--- src/design/ght_pkg.sv ---
// ----------------------------------------------------------------------------
// ght_pkg: shared types and codes for the generational handle table
// Slot entry layout, command codes and kind codes.
// ----------------------------------------------------------------------------
package ght_pkg;

  typedef logic [2:0]  cmd_t;
  typedef logic [1:0]  kind_t;
  typedef logic [15:0] owner_t;
  typedef logic [15:0] gen_t;
  typedef logic [31:0] word_t;
  typedef logic [6:0]  count_t;

  localparam cmd_t CMD_CREATE        = 3'd0;
  localparam cmd_t CMD_DESTROY       = 3'd1;
  localparam cmd_t CMD_DESTROY_OWNER = 3'd2;
  localparam cmd_t CMD_GET           = 3'd3;
  localparam cmd_t CMD_SET           = 3'd4;

  localparam kind_t KIND_FREE   = 2'd0;
  localparam kind_t KIND_MUTEX  = 2'd1;
  localparam kind_t KIND_THREAD = 2'd2;

  localparam owner_t OWNER_ANY = 16'd0;
  localparam count_t COUNT_MAX = 7'd127;

  typedef struct packed {
    gen_t   gen;
    owner_t owner;
    kind_t  kind;
    word_t  data;
  } slot_t;

endpackage

--- src/design/ght_slot_ram.sv ---
// ----------------------------------------------------------------------------
// ght_slot_ram: slot entry storage
// One write port, one read port, registered read data.
// ----------------------------------------------------------------------------
module ght_slot_ram #(
  parameter int SLOTS = 64,
  localparam int AW = $clog2(SLOTS)
) (
  input  logic            clk,
  input  logic [AW-1:0]   rd_addr,
  output ght_pkg::slot_t  rd_data,
  input  logic            wr_en,
  input  logic [AW-1:0]   wr_addr,
  input  ght_pkg::slot_t  wr_data
);
  import ght_pkg::*;

  slot_t mem [SLOTS];

  always_ff @(posedge clk) begin
    if (wr_en) begin
      mem[wr_addr] <= wr_data;
    end
    rd_data <= mem[rd_addr];
  end

endmodule

--- src/design/generational_handle_table.sv ---
// ----------------------------------------------------------------------------
// generational_handle_table: handle table with per-slot generation counts
// Create, destroy, destroy-by-owner, get and set over a slot memory.
// ----------------------------------------------------------------------------
// Usage:
//   Input channel (in_valid/in_stall) carries one command per transfer;
//   output channel (out_valid/out_stall) returns exactly one result per
//   command, in order. in_stall is high while a command is in progress.
//   The edge that raises out_valid also returns the block to idle, ready for
//   the next command. Destroy, get, set on an in-range index: the slot is
//   read at the transfer, then checked and written in the execute state.
//   Bad-kind create, create on a table known full, out-of-range index and
//   unknown commands: reported straight from the transfer.
//   Create: scans the slot memory one entry per cycle from the lowest-free
//   hint until it finds a free entry or runs off the end; usually the hint
//   is the answer.
//   Destroy-owner: walks slots 1..SLOTS-1 through the read port. Reset: a
//   clearing pass writes every slot to zero, with in_stall held high. A
//   stalled result stays in the output register; a finished command waits
//   for that register to drain.
// ----------------------------------------------------------------------------
module generational_handle_table #(
  parameter int SLOTS = 64
) (
  input  logic             clk,
  input  logic             rst,
  input  logic             in_valid,
  output logic             in_stall,
  input  ght_pkg::cmd_t    command,
  input  ght_pkg::word_t   handle_value,
  input  ght_pkg::owner_t  owner_id,
  input  ght_pkg::kind_t   handle_kind,
  input  ght_pkg::word_t   data_word,
  output logic             out_valid,
  input  logic             out_stall,
  output logic             ok,
  output ght_pkg::word_t   handle_out,
  output ght_pkg::word_t   data_out,
  output ght_pkg::kind_t   freed_kind,
  output ght_pkg::count_t  freed_count
);
  import ght_pkg::*;

  localparam int AW = $clog2(SLOTS);
  localparam int CW = AW + 1;
  localparam logic [CW-1:0] SLOTS_C = CW'(SLOTS);
  localparam logic [16:0]   SLOTS_H = 17'(SLOTS);

  localparam logic [2:0] ST_CLEAR = 3'd0;
  localparam logic [2:0] ST_IDLE  = 3'd1;
  localparam logic [2:0] ST_EXEC  = 3'd2;
  localparam logic [2:0] ST_SCAN  = 3'd3;
  localparam logic [2:0] ST_WALK  = 3'd4;
  localparam logic [2:0] ST_DONE  = 3'd5;

  logic [2:0]    state;
  logic [CW-1:0] ptr;        // clear / scan / walk address
  logic          chk_vld;    // rd_data belongs to chk_addr
  logic [AW-1:0] chk_addr;
  logic [CW-1:0] low_free;   // every slot from 1 to below this is in use
  count_t        cnt;

  cmd_t          cmd_q;
  logic [AW-1:0] idx_q;
  owner_t        owner_q;
  kind_t         kind_q;
  word_t         data_q;

  logic          res_ok;
  word_t         res_handle;
  word_t         res_data;
  kind_t         res_fkind;
  count_t        res_fcnt;

  logic [AW-1:0] mem_rd_addr;
  slot_t         rd;
  logic          mem_wr_en;
  logic [AW-1:0] mem_wr_addr;
  slot_t         mem_wr_data;

  ght_slot_ram #(.SLOTS(SLOTS)) u_ram (
    .clk     (clk),
    .rd_addr (mem_rd_addr),
    .rd_data (rd),
    .wr_en   (mem_wr_en),
    .wr_addr (mem_wr_addr),
    .wr_data (mem_wr_data)
  );

  logic       in_xfer;
  logic       idx_ok;
  logic       scan_issue;
  logic       free_hit;
  logic       walk_match;
  logic       live;
  logic       destroy_ok;
  logic       get_ok;
  logic       set_ok;
  logic       out_load;
  gen_t       gen_inc;

  assign in_stall = (state != ST_IDLE);
  assign in_xfer  = in_valid && !in_stall;
  assign idx_ok   = (handle_value[15:0] != 16'd0) && ({1'b0, handle_value[15:0]} < SLOTS_H);

  assign scan_issue = (ptr < SLOTS_C);
  assign free_hit   = chk_vld && (rd.kind == KIND_FREE);
  assign walk_match = chk_vld && ((owner_q == OWNER_ANY) || (rd.owner == owner_q));
  assign gen_inc    = gen_t'(rd.gen + 16'd1);

  // lookup command checks, valid in ST_EXEC (index range already checked)
  assign live       = (rd.kind != KIND_FREE);
  assign destroy_ok = (cmd_q == CMD_DESTROY) && live && (owner_q != OWNER_ANY)
                      && (rd.owner == owner_q);
  assign get_ok     = (cmd_q == CMD_GET) && live
                      && ((owner_q == OWNER_ANY) || (rd.owner == owner_q))
                      && ((kind_q == KIND_FREE) || (rd.kind == kind_q));
  assign set_ok     = (cmd_q == CMD_SET) && live;

  assign out_load = (state == ST_DONE) && (!out_valid || !out_stall);

  // read port: handle index straight from the input in idle, else the clear / scan / walk address
  always_comb begin
    if (state == ST_IDLE) begin
      mem_rd_addr = handle_value[AW-1:0];
    end else begin
      mem_rd_addr = ptr[AW-1:0];
    end
  end

  // write port
  always_comb begin
    mem_wr_en   = 1'b0;
    mem_wr_addr = chk_addr;
    mem_wr_data = '0;
    unique case (state) inside
      ST_CLEAR: begin
        mem_wr_en   = 1'b1;
        mem_wr_addr = ptr[AW-1:0];
      end
      ST_SCAN: begin
        mem_wr_en   = free_hit;
        mem_wr_data = '{gen: gen_inc, owner: owner_q, kind: kind_q, data: data_q};
      end
      ST_WALK: begin
        mem_wr_en       = walk_match;
        mem_wr_data.gen = rd.gen;
      end
      ST_EXEC: begin
        mem_wr_en   = destroy_ok || set_ok;
        mem_wr_addr = idx_q;
        if (destroy_ok) begin
          mem_wr_data.gen = rd.gen;
        end else begin
          mem_wr_data      = rd;
          mem_wr_data.data = data_q;
        end
      end
      ST_IDLE, ST_DONE: begin
        mem_wr_en = 1'b0;
      end
      default: begin
        mem_wr_en = 1'b0;
      end
    endcase
  end

  // sequencer
  always_ff @(posedge clk) begin
    if (rst) begin
      state    <= ST_CLEAR;
      ptr      <= '0;
      chk_vld  <= 1'b0;
      low_free <= CW'(1);
      cnt      <= '0;
    end else begin
      chk_vld <= 1'b0;
      unique case (state)
        ST_CLEAR: begin
          if (ptr == SLOTS_C - CW'(1)) begin
            state <= ST_IDLE;
          end
          ptr <= ptr + CW'(1);
        end
        ST_IDLE: begin
          if (in_xfer) begin
            cmd_q      <= command;
            idx_q      <= handle_value[AW-1:0];
            owner_q    <= owner_id;
            kind_q     <= handle_kind;
            data_q     <= data_word;
            res_ok     <= 1'b0;
            res_handle <= '0;
            res_data   <= '0;
            res_fkind  <= KIND_FREE;
            res_fcnt   <= '0;
            cnt        <= '0;
            state      <= ST_DONE;
            unique case (command) inside
              CMD_CREATE: begin
                if ((handle_kind == KIND_MUTEX || handle_kind == KIND_THREAD)
                    && low_free < SLOTS_C) begin
                  ptr   <= low_free;
                  state <= ST_SCAN;
                end
              end
              CMD_DESTROY_OWNER: begin
                ptr   <= CW'(1);
                state <= ST_WALK;
              end
              CMD_DESTROY, CMD_GET, CMD_SET: begin
                if (idx_ok) begin
                  state <= ST_EXEC;
                end
              end
              default: begin
                state <= ST_DONE;
              end
            endcase
          end
        end
        ST_EXEC: begin
          res_ok <= destroy_ok || get_ok || set_ok;
          if (destroy_ok || get_ok) begin
            res_data <= rd.data;
          end
          if (destroy_ok) begin
            res_fkind <= rd.kind;
            if (CW'(idx_q) < low_free) begin
              low_free <= CW'(idx_q);
            end
          end
          state <= ST_DONE;
        end
        ST_SCAN: begin
          if (free_hit) begin
            res_ok     <= 1'b1;
            res_handle <= {gen_inc, 16'(chk_addr)};
            low_free   <= CW'(chk_addr) + CW'(1);
            state      <= ST_DONE;
          end else if (!chk_vld && !scan_issue) begin
            low_free <= SLOTS_C;  // table full
            state    <= ST_DONE;
          end else begin
            chk_vld  <= scan_issue;
            chk_addr <= ptr[AW-1:0];
            if (scan_issue) begin
              ptr <= ptr + CW'(1);
            end
          end
        end
        ST_WALK: begin
          if (walk_match && rd.kind != KIND_FREE && cnt != COUNT_MAX) begin
            cnt <= cnt + 7'd1;
          end
          if (!chk_vld && !scan_issue) begin
            res_ok   <= 1'b1;
            res_fcnt <= cnt;
            low_free <= CW'(1);
            state    <= ST_DONE;
          end else begin
            chk_vld  <= scan_issue;
            chk_addr <= ptr[AW-1:0];
            if (scan_issue) begin
              ptr <= ptr + CW'(1);
            end
          end
        end
        ST_DONE: begin
          if (out_load) begin
            state <= ST_IDLE;
          end
        end
        default: begin
          state <= ST_IDLE;
        end
      endcase
    end
  end

  // output register
  always_ff @(posedge clk) begin
    if (rst) begin
      out_valid <= 1'b0;
    end else if (out_load) begin
      out_valid <= 1'b1;
    end else if (!out_stall) begin
      out_valid <= 1'b0;
    end
  end

  always_ff @(posedge clk) begin
    if (out_load) begin
      ok          <= res_ok;
      handle_out  <= res_handle;
      data_out    <= res_data;
      freed_kind  <= res_fkind;
      freed_count <= res_fcnt;
    end
  end

endmodule

--- config.mk ---
export PLATFORM = sky130hd
export DESIGN_NAME = generational_handle_table
export DESIGN_NICKNAME = d
export VERILOG_FILES = /design/src/design/ght_pkg.sv /design/src/design/ght_slot_ram.sv /design/src/design/generational_handle_table.sv
export SDC_FILE = /design/constraint.sdc
export NUM_CORES = 2
export LEC_CHECK = 0
export ABC_CLOCK_PERIOD_IN_PS = 19850
export BUFFER_PORTS_ARGS = -buffer_cell sky130_fd_sc_hd__buf_2
export CELL_PAD_IN_SITES_DETAIL_PLACEMENT = 0
export CELL_PAD_IN_SITES_GLOBAL_PLACEMENT = 1
export CORE_UTILIZATION = 35
export DETAILED_ROUTE_END_ITERATION = 8
export PLACE_DENSITY_LB_ADDON = 0.1
export SYNTH_ARGS = -nofsm -noshare
export SYNTH_HDL_FRONTEND = slang
export SYNTH_MEMORY_MAX_BITS = 65536
export SYNTH_SLANG_ARGS = --single-unit
--- constraint.sdc ---
create_clock -name clk -period 19.85 [get_ports clk]
set_clock_uncertainty 0.05 [all_clocks]
set_input_delay 1.985 -clock clk [delete_from_list [all_inputs] [get_ports clk]]
set_output_delay 1.985 -clock clk [all_outputs]
set_load 0.02 [all_outputs]
Word-level counts from Yosys, hierarchy flattened
Memory sizes are Yosys's and may differ from the RTL's. A register that Yosys moved wholly into a read port is not among the register bits.
Cells that the tools add are included.
Widths: inputs -> output; s select.
{ "totals": {"ram_bits": 4224, "mem_bits_ro": 0, "reg_bits": 239, "latchBits": 0, "n_memories": 1, "input_bits": 89} }
{ "memory_table": {"columns": ["name", "words", "word_bits", "read_ports", "rd_ports_with_merged_regs", "write_ports", "line", "text"], "rows": [
  ["u_ram.mem", 64, 66, 1, 1, 1, "ght_slot_ram.sv:18", "slot_t mem [SLOTS];"]
]} }
{ "op_classes": {"n_shift": 0, "n_reduce_logical": 56, "n_lt_le_gt_ge": 4, "n_bitwise": 1, "n_eq_ne": 33, "addsub": 4, "div": 0, "n_mux": 55, "n_mul": 0} }
{ "ops": {"columns": ["operator", "count"], "rows": [
  ["$pmux 32 s2", 2],
  ["$pmux 50 s2", 1],
  ["$mux 32", 3],
  ["$mux 7", 13],
  ["$mux 50", 1],
  ["$pmux 7 s2", 3],
  ["$pmux 16 s2", 1],
  ["$reduce_bool 16->1", 2],
  ["$pmux 7 s4", 1],
  ["$pmux 6 s2", 2],
  ["$mux 3", 7],
  ["$pmux 7 s3", 1],
  ["$mux 6", 3],
  ["$pmux 3 s6", 1],
  ["$add 16x1->16 const B", 1],
  ["$eq 16x16->1", 1],
  ["$logic_and 1x1->1", 16],
  ["$logic_not 16->1", 1],
  ["$lt 16x7->1 const B", 1],
  ["$reduce_and 4->1", 4],
  ["$eq 3x2->1 const B", 5],
  ["$reduce_and 5->1", 3],
  ["$add 7x1->7 const B", 2],
  ["$lt 7x7->1 const B", 2],
  ["30 further kinds", 76]
]} }

Longest topological paths before layout
{ "depth": {"word_depth": 8, "depth_mapped": 12, "mapped_depth_nobuf": 8} }

Hierarchy
From an unflattened synthesis, not the netlist that was laid out.
{ "unflattened": {"cells_unflattened": 7722, "hier_area_um2": 171276.8} }
{ "by_module_without_submodules": {"columns": ["mod", "n_inst", "seq_area_each_um2", "cells_each", "area_per_inst_um2"], "rows": [
  ["ght_slot_ram", 1, 128162.9, 6997, 161840.2],
  ["generational_handle_table", 1, 6316.1, 725, 9436.6]
]} }

Worst setup path after synthesis
No wires, ideal clock.
{ "synth_timing": {"path_type": "flip-flop to flip-flop", "start": "register owner_q[3]", "end": "memory u_ram.mem[39][0] in the netlist's numbering, enable pin", "path_stages_with_launch": 9, "slack_ps": 10992, "setup_ps": 653, "n_path_buf": 2, "t_arrival_ps": 8155, "required_time_ps": 19147, "path_cell_list": "edfxtp_1 nor4_1 and4_1 clkbuf_1 or4_1 o21ai_1 a221oi_2 clkbuf_1 nor4_1"} }
{ "synth_via": {"elab_chain_cells": 7, "word_cells_on_any_way": 11, "cone_classes": "eq/ne (1); mux (3); reduce/logical (7)"} }
{ "synth_rtl": {"columns": ["item", "line", "text"], "rows": [
  ["start, declared", "generational_handle_table.sv:65", "owner_t owner_q;"],
  ["start signal, assigned", "generational_handle_table.sv:189", "owner_q <= owner_id;"],
  ["$reduce_bool 16->1", "generational_handle_table.sv:113", "assign destroy_ok = (cmd_q == CMD_DESTROY) && live && (owner_q != OWNER_ANY)"],
  ["$logic_and 1x1->1", "generational_handle_table.sv:113", null],
  ["$logic_and 1x1->1", "generational_handle_table.sv:114", "&& (rd.owner == owner_q);"],
  ["$logic_or 1x1->1", "generational_handle_table.sv:150", "mem_wr_en = destroy_ok || set_ok;"],
  ["$pmux 1 s4 (*)", "generational_handle_table.sv:136", "unique case (state) inside"],
  ["$mux 1 (*)", "ght_slot_ram.sv:21", "if (wr_en) begin"],
  ["$mux 1 (not written as such) (*)", "ght_slot_ram.sv:22", "mem[wr_addr] <= wr_data;"],
  ["end, declared", "ght_slot_ram.sv:18", null]
]} }
Mark *: on every way between the ends. The rest lies on a longest branch, timed or not.

Final worst setup path
{ "layout_timing": {"start": "register state[0]", "end": "register, netlist name u_ram.rd_data[11]"} }
{ "layout_via": {"elab_chain_cells": 2} }
{ "layout_rtl": {"columns": ["item", "line", "text"], "rows": [
  ["start, declared", "generational_handle_table.sv:56", "logic [2:0] state;"],
  ["start signal, assigned", "generational_handle_table.sv:171", "state <= ST_CLEAR;"],
  ["start signal, assigned", "generational_handle_table.sv:181", "state <= ST_IDLE;"],
  ["start signal, assigned", "generational_handle_table.sv:198", "state <= ST_DONE;"],
  ["$eq 3x1->1", "generational_handle_table.sv:124", "if (state == ST_IDLE) begin"],
  ["$mux 6", "generational_handle_table.sv:124", null]
]} }
Every way passes these cells.
A chain may end at the register's enable or synchronous reset.

==> results.md <==
* Critical Path AT at 7.77 ns
* Syn Area/Cell at 18.7 sq um
* CORE AREA at 487000 sq um
* Worst-case clock buffer depth at 4
* Layout cells sized above 1 at 13.2%
* Worst path top cell family by delay: buffers and inverters
* Violation count after the first detailed-route iteration at 8320
* Pin slew with the least headroom to its limit at 1.33 ns
* Synth top area cells: edfxtp_1, mux2i_1, o22ai_1
* Main synth FF type: edfxtp_1
* Post-route setup TNS at 0 ns
* H-tree Lvls at 5
* Area Growth Syn to Fin at 14.8%
* Hold Path End: data_out[21]
* Worst Setup Path Type: flip-flop to flip-flop
* Post-DP HPWL at 290000 um
* R2R cell count at 11
* Post-CTS Hold Fix Bufs at 0
* Final Util at 40.4%
* Die footprint at 492000 sq um
* FF/Latch Area at 134000 sq um
* Initial antenna violation count at 23
* Count of final max-slew check failures at 0
* Worst IR drop on VDD at 0.0000791 V
* Sequential share of the synthesized area at 78.5%
* I/O Buffers at 138
* Final Critical Period at 6.99 ns
* Vias per inst at 5.53
* Number of global-route vias before repair at 90545
* Worst reg2reg startpoint: state[0]
* Worst min path class: flip-flop to flip-flop
* Pwr dens at 101 nW/um^2
* Seq cells post-synth at 4509
* CTS tree: done
* R2R Setup Slk at 12.86 ns
* Syn Std Cell Area at 171000 sq um
* Die width at 702 um
* DRT Wirelength at 572000 um
* Pin count of the biggest net entering global routing at 128
* Num CTS Buffers at 483
* Rel. slew slack at 10.3%
* Hold_ws at 0.365 ns
* Crit path top cell by count: buf_4
* All-Layer GR Usage at 22.6%
* Asr flop ratio synth at 0%
* Final Hold Fails at 0
* Final ANT Viol Nets at 0
* Max_cap viols at 0
* Synthesis Warnings at 0
* First-pass GRT wire length at 769000 um
* Commonest non-fill, non-tap cell in the layout: edfxtp_1
* Cell depth of the worst setup path at 11
* Lkg Pwr at 67.7 nW
* Yosys top cell area share at 77.4%
* Initial core utilization at 35.2%
* Synth cell types at 61
* Root buffer cell: clkbuf_16
* Most frequent cells in the layout: edfxtp_1, mux2i_1, o22ai_1
* Setup Fix Bufs, Post-CTS at 0
* Max incr delay on CP at 0.95 ns
* Clock slew at reported path FFs at 0.06 ns
* # IOs at 165
* CP max FO at 124
* Largest area contributor in the netlist: edfxtp_1
* Clock latency at the later pin of the worst-skew pair at 1.06 ns
* # rows at 256
* Multi-input logic area at 35000 sq um
* Status: complete, no violations
* Worst setup path startpoint: state[0]
* CTS Sinks at 4509
* Fillers at 43555
* Final net count at 9690
* Worst hold path cell count at 0
* Crit-path cells: nor3b_2 -> buf_4 -> mux2i_4 -> buf_4 -> buf_4 -> buf_4 -> buf_12 -> mux2i_1 -> o22ai_1 -> o41ai_1 -> nand4_1
* RSZ-0062 raised after global routing: false
* DRC violations left at 0
* GPL Wtd Cong at 0.752
* Grt ovf at 0
* Worst setup EP type: flip-flop
* Routed via count at 91057
* FF-to-FF End: u_ram.rd_data[11]
* WL/cell at 34.7 um
* CP Launch Type: flip-flop
* Worst EP required at 20.64 ns
* Final setup vio count at 0
* Die extent in y at 702 um
* Post-Synthesis Cells at 9146
* Max Clock Freq at 143 MHz
* Post-CTS Resized at 0
* Pre-antenna DRT Iters at 8
* Crit share post-route at 35.2%
* Worst Path Buf+Inv at 5
* Worst Hold Launch: res_data[21]
* Crit-path slowest cell: buf_4
* Number of synthesized flops with an enable pin at 4417
## flip-flops by register name, indices dropped and copies added (netlist names), 2 cells and up
signal,flops
cmd_q,3
freed_count,7
handle_out,22
res_fcnt,7
res_fkind,2
u_ram.mem,4224
res_data,32
owner_q,16
idx_q,6
res_handle,22
low_free,7
kind_q,2
ptr,7
u_ram.rd_data,66
cnt,7
chk_addr,6
data_q,32
state,3
data_out,32
freed_kind,2
## power by group
group | switching (mW) | internal [mW]
Sequential | 0.0396 | 10.4
Clock | 3.74 | 4.93
Combinational | 0.484 | 0.256
## area by class of cell
type / count / area share (%)
Sequential cell: 4509 / 68.4
Multi-Input combinational cell: 4067 / 17.8
Clock buffer: 659 / 6.63
Tap cell: 6450 / 4.10
Timing Repair Buffer: 518 / 2.03
Clock inverter: 248 / 1.06
Inverter: 13 / 0.0248
Antenna cell: 4 / 0.00509
## cell usage after synthesis (36+ instances only)
cell,count
edfxtp_1,4417
mux2i_1,2126
o22ai_1,1057
o41ai_1,264
clkbuf_1,257
buf_2,194
dfxtp_1,92
nor4_1,78
nand4_1,72
nor2_1,59
nand2_1,51
buf_4,45
and3_1,44
nor2b_1,38
buf_1,36
## logic make-up after synthesis
logic type / Yosys count / share of synthesized area (%)
flip-flops: 4509 / 78.5
other: 1 / 0.00219
buffers and inverters: 579 / 1.66
XOR/XNOR: 36 / 0.184
multiplexers: 2132 / 12.5
AO/OA/AOI/OAI: 1454 / 5.73
AND/OR/NAND/NOR: 426 / 1.39
adder cells (fa/ha/maj): 9 / 0.0657
## through the flow
| step | cells | worst slack, ns | power [mW] | area, sq um |
|---|---|---|---|---|
| after floorplan | 9155 | 10.99 | 11.1 | 171000 |
| after global placement | 15554 | 12.01 | 11.3 | 182000 |
| after detailed placement | 15554 | 12.08 | 11.3 | 182000 |
| after CTS | 16461 | 12.69 | 20.0 | 197000 |
| after global routing | 16465 | 12.42 | 20.4 | 197000 |
| final | 16468 | 12.86 | 19.8 | 197000 |
## worst max path at each step
stage | end
floorplan | u_ram.mem[39][0]
global placement | u_ram.rd_data[11]
detailed placement | u_ram.rd_data[11]
CTS | u_ram.rd_data[11]
global route | u_ram.rd_data[11]
finish | u_ram.rd_data[11]
## layer usage
| layer | up-vias | global-route usage, % | share of wire, % |
|---|---|---|---|
| met5 | - | 0 | 0 |
| met4 | 0 | 6.04 | 2.8 |
| met3 | 785 | 2.18 | 4.4 |
| met2 | 2628 | 38.8 | 49 |
| met1 | 49068 | 30.9 | 44 |
| li1 | 38576 | - | - |
Note: power is estimated with default switching activity, not from simulation.
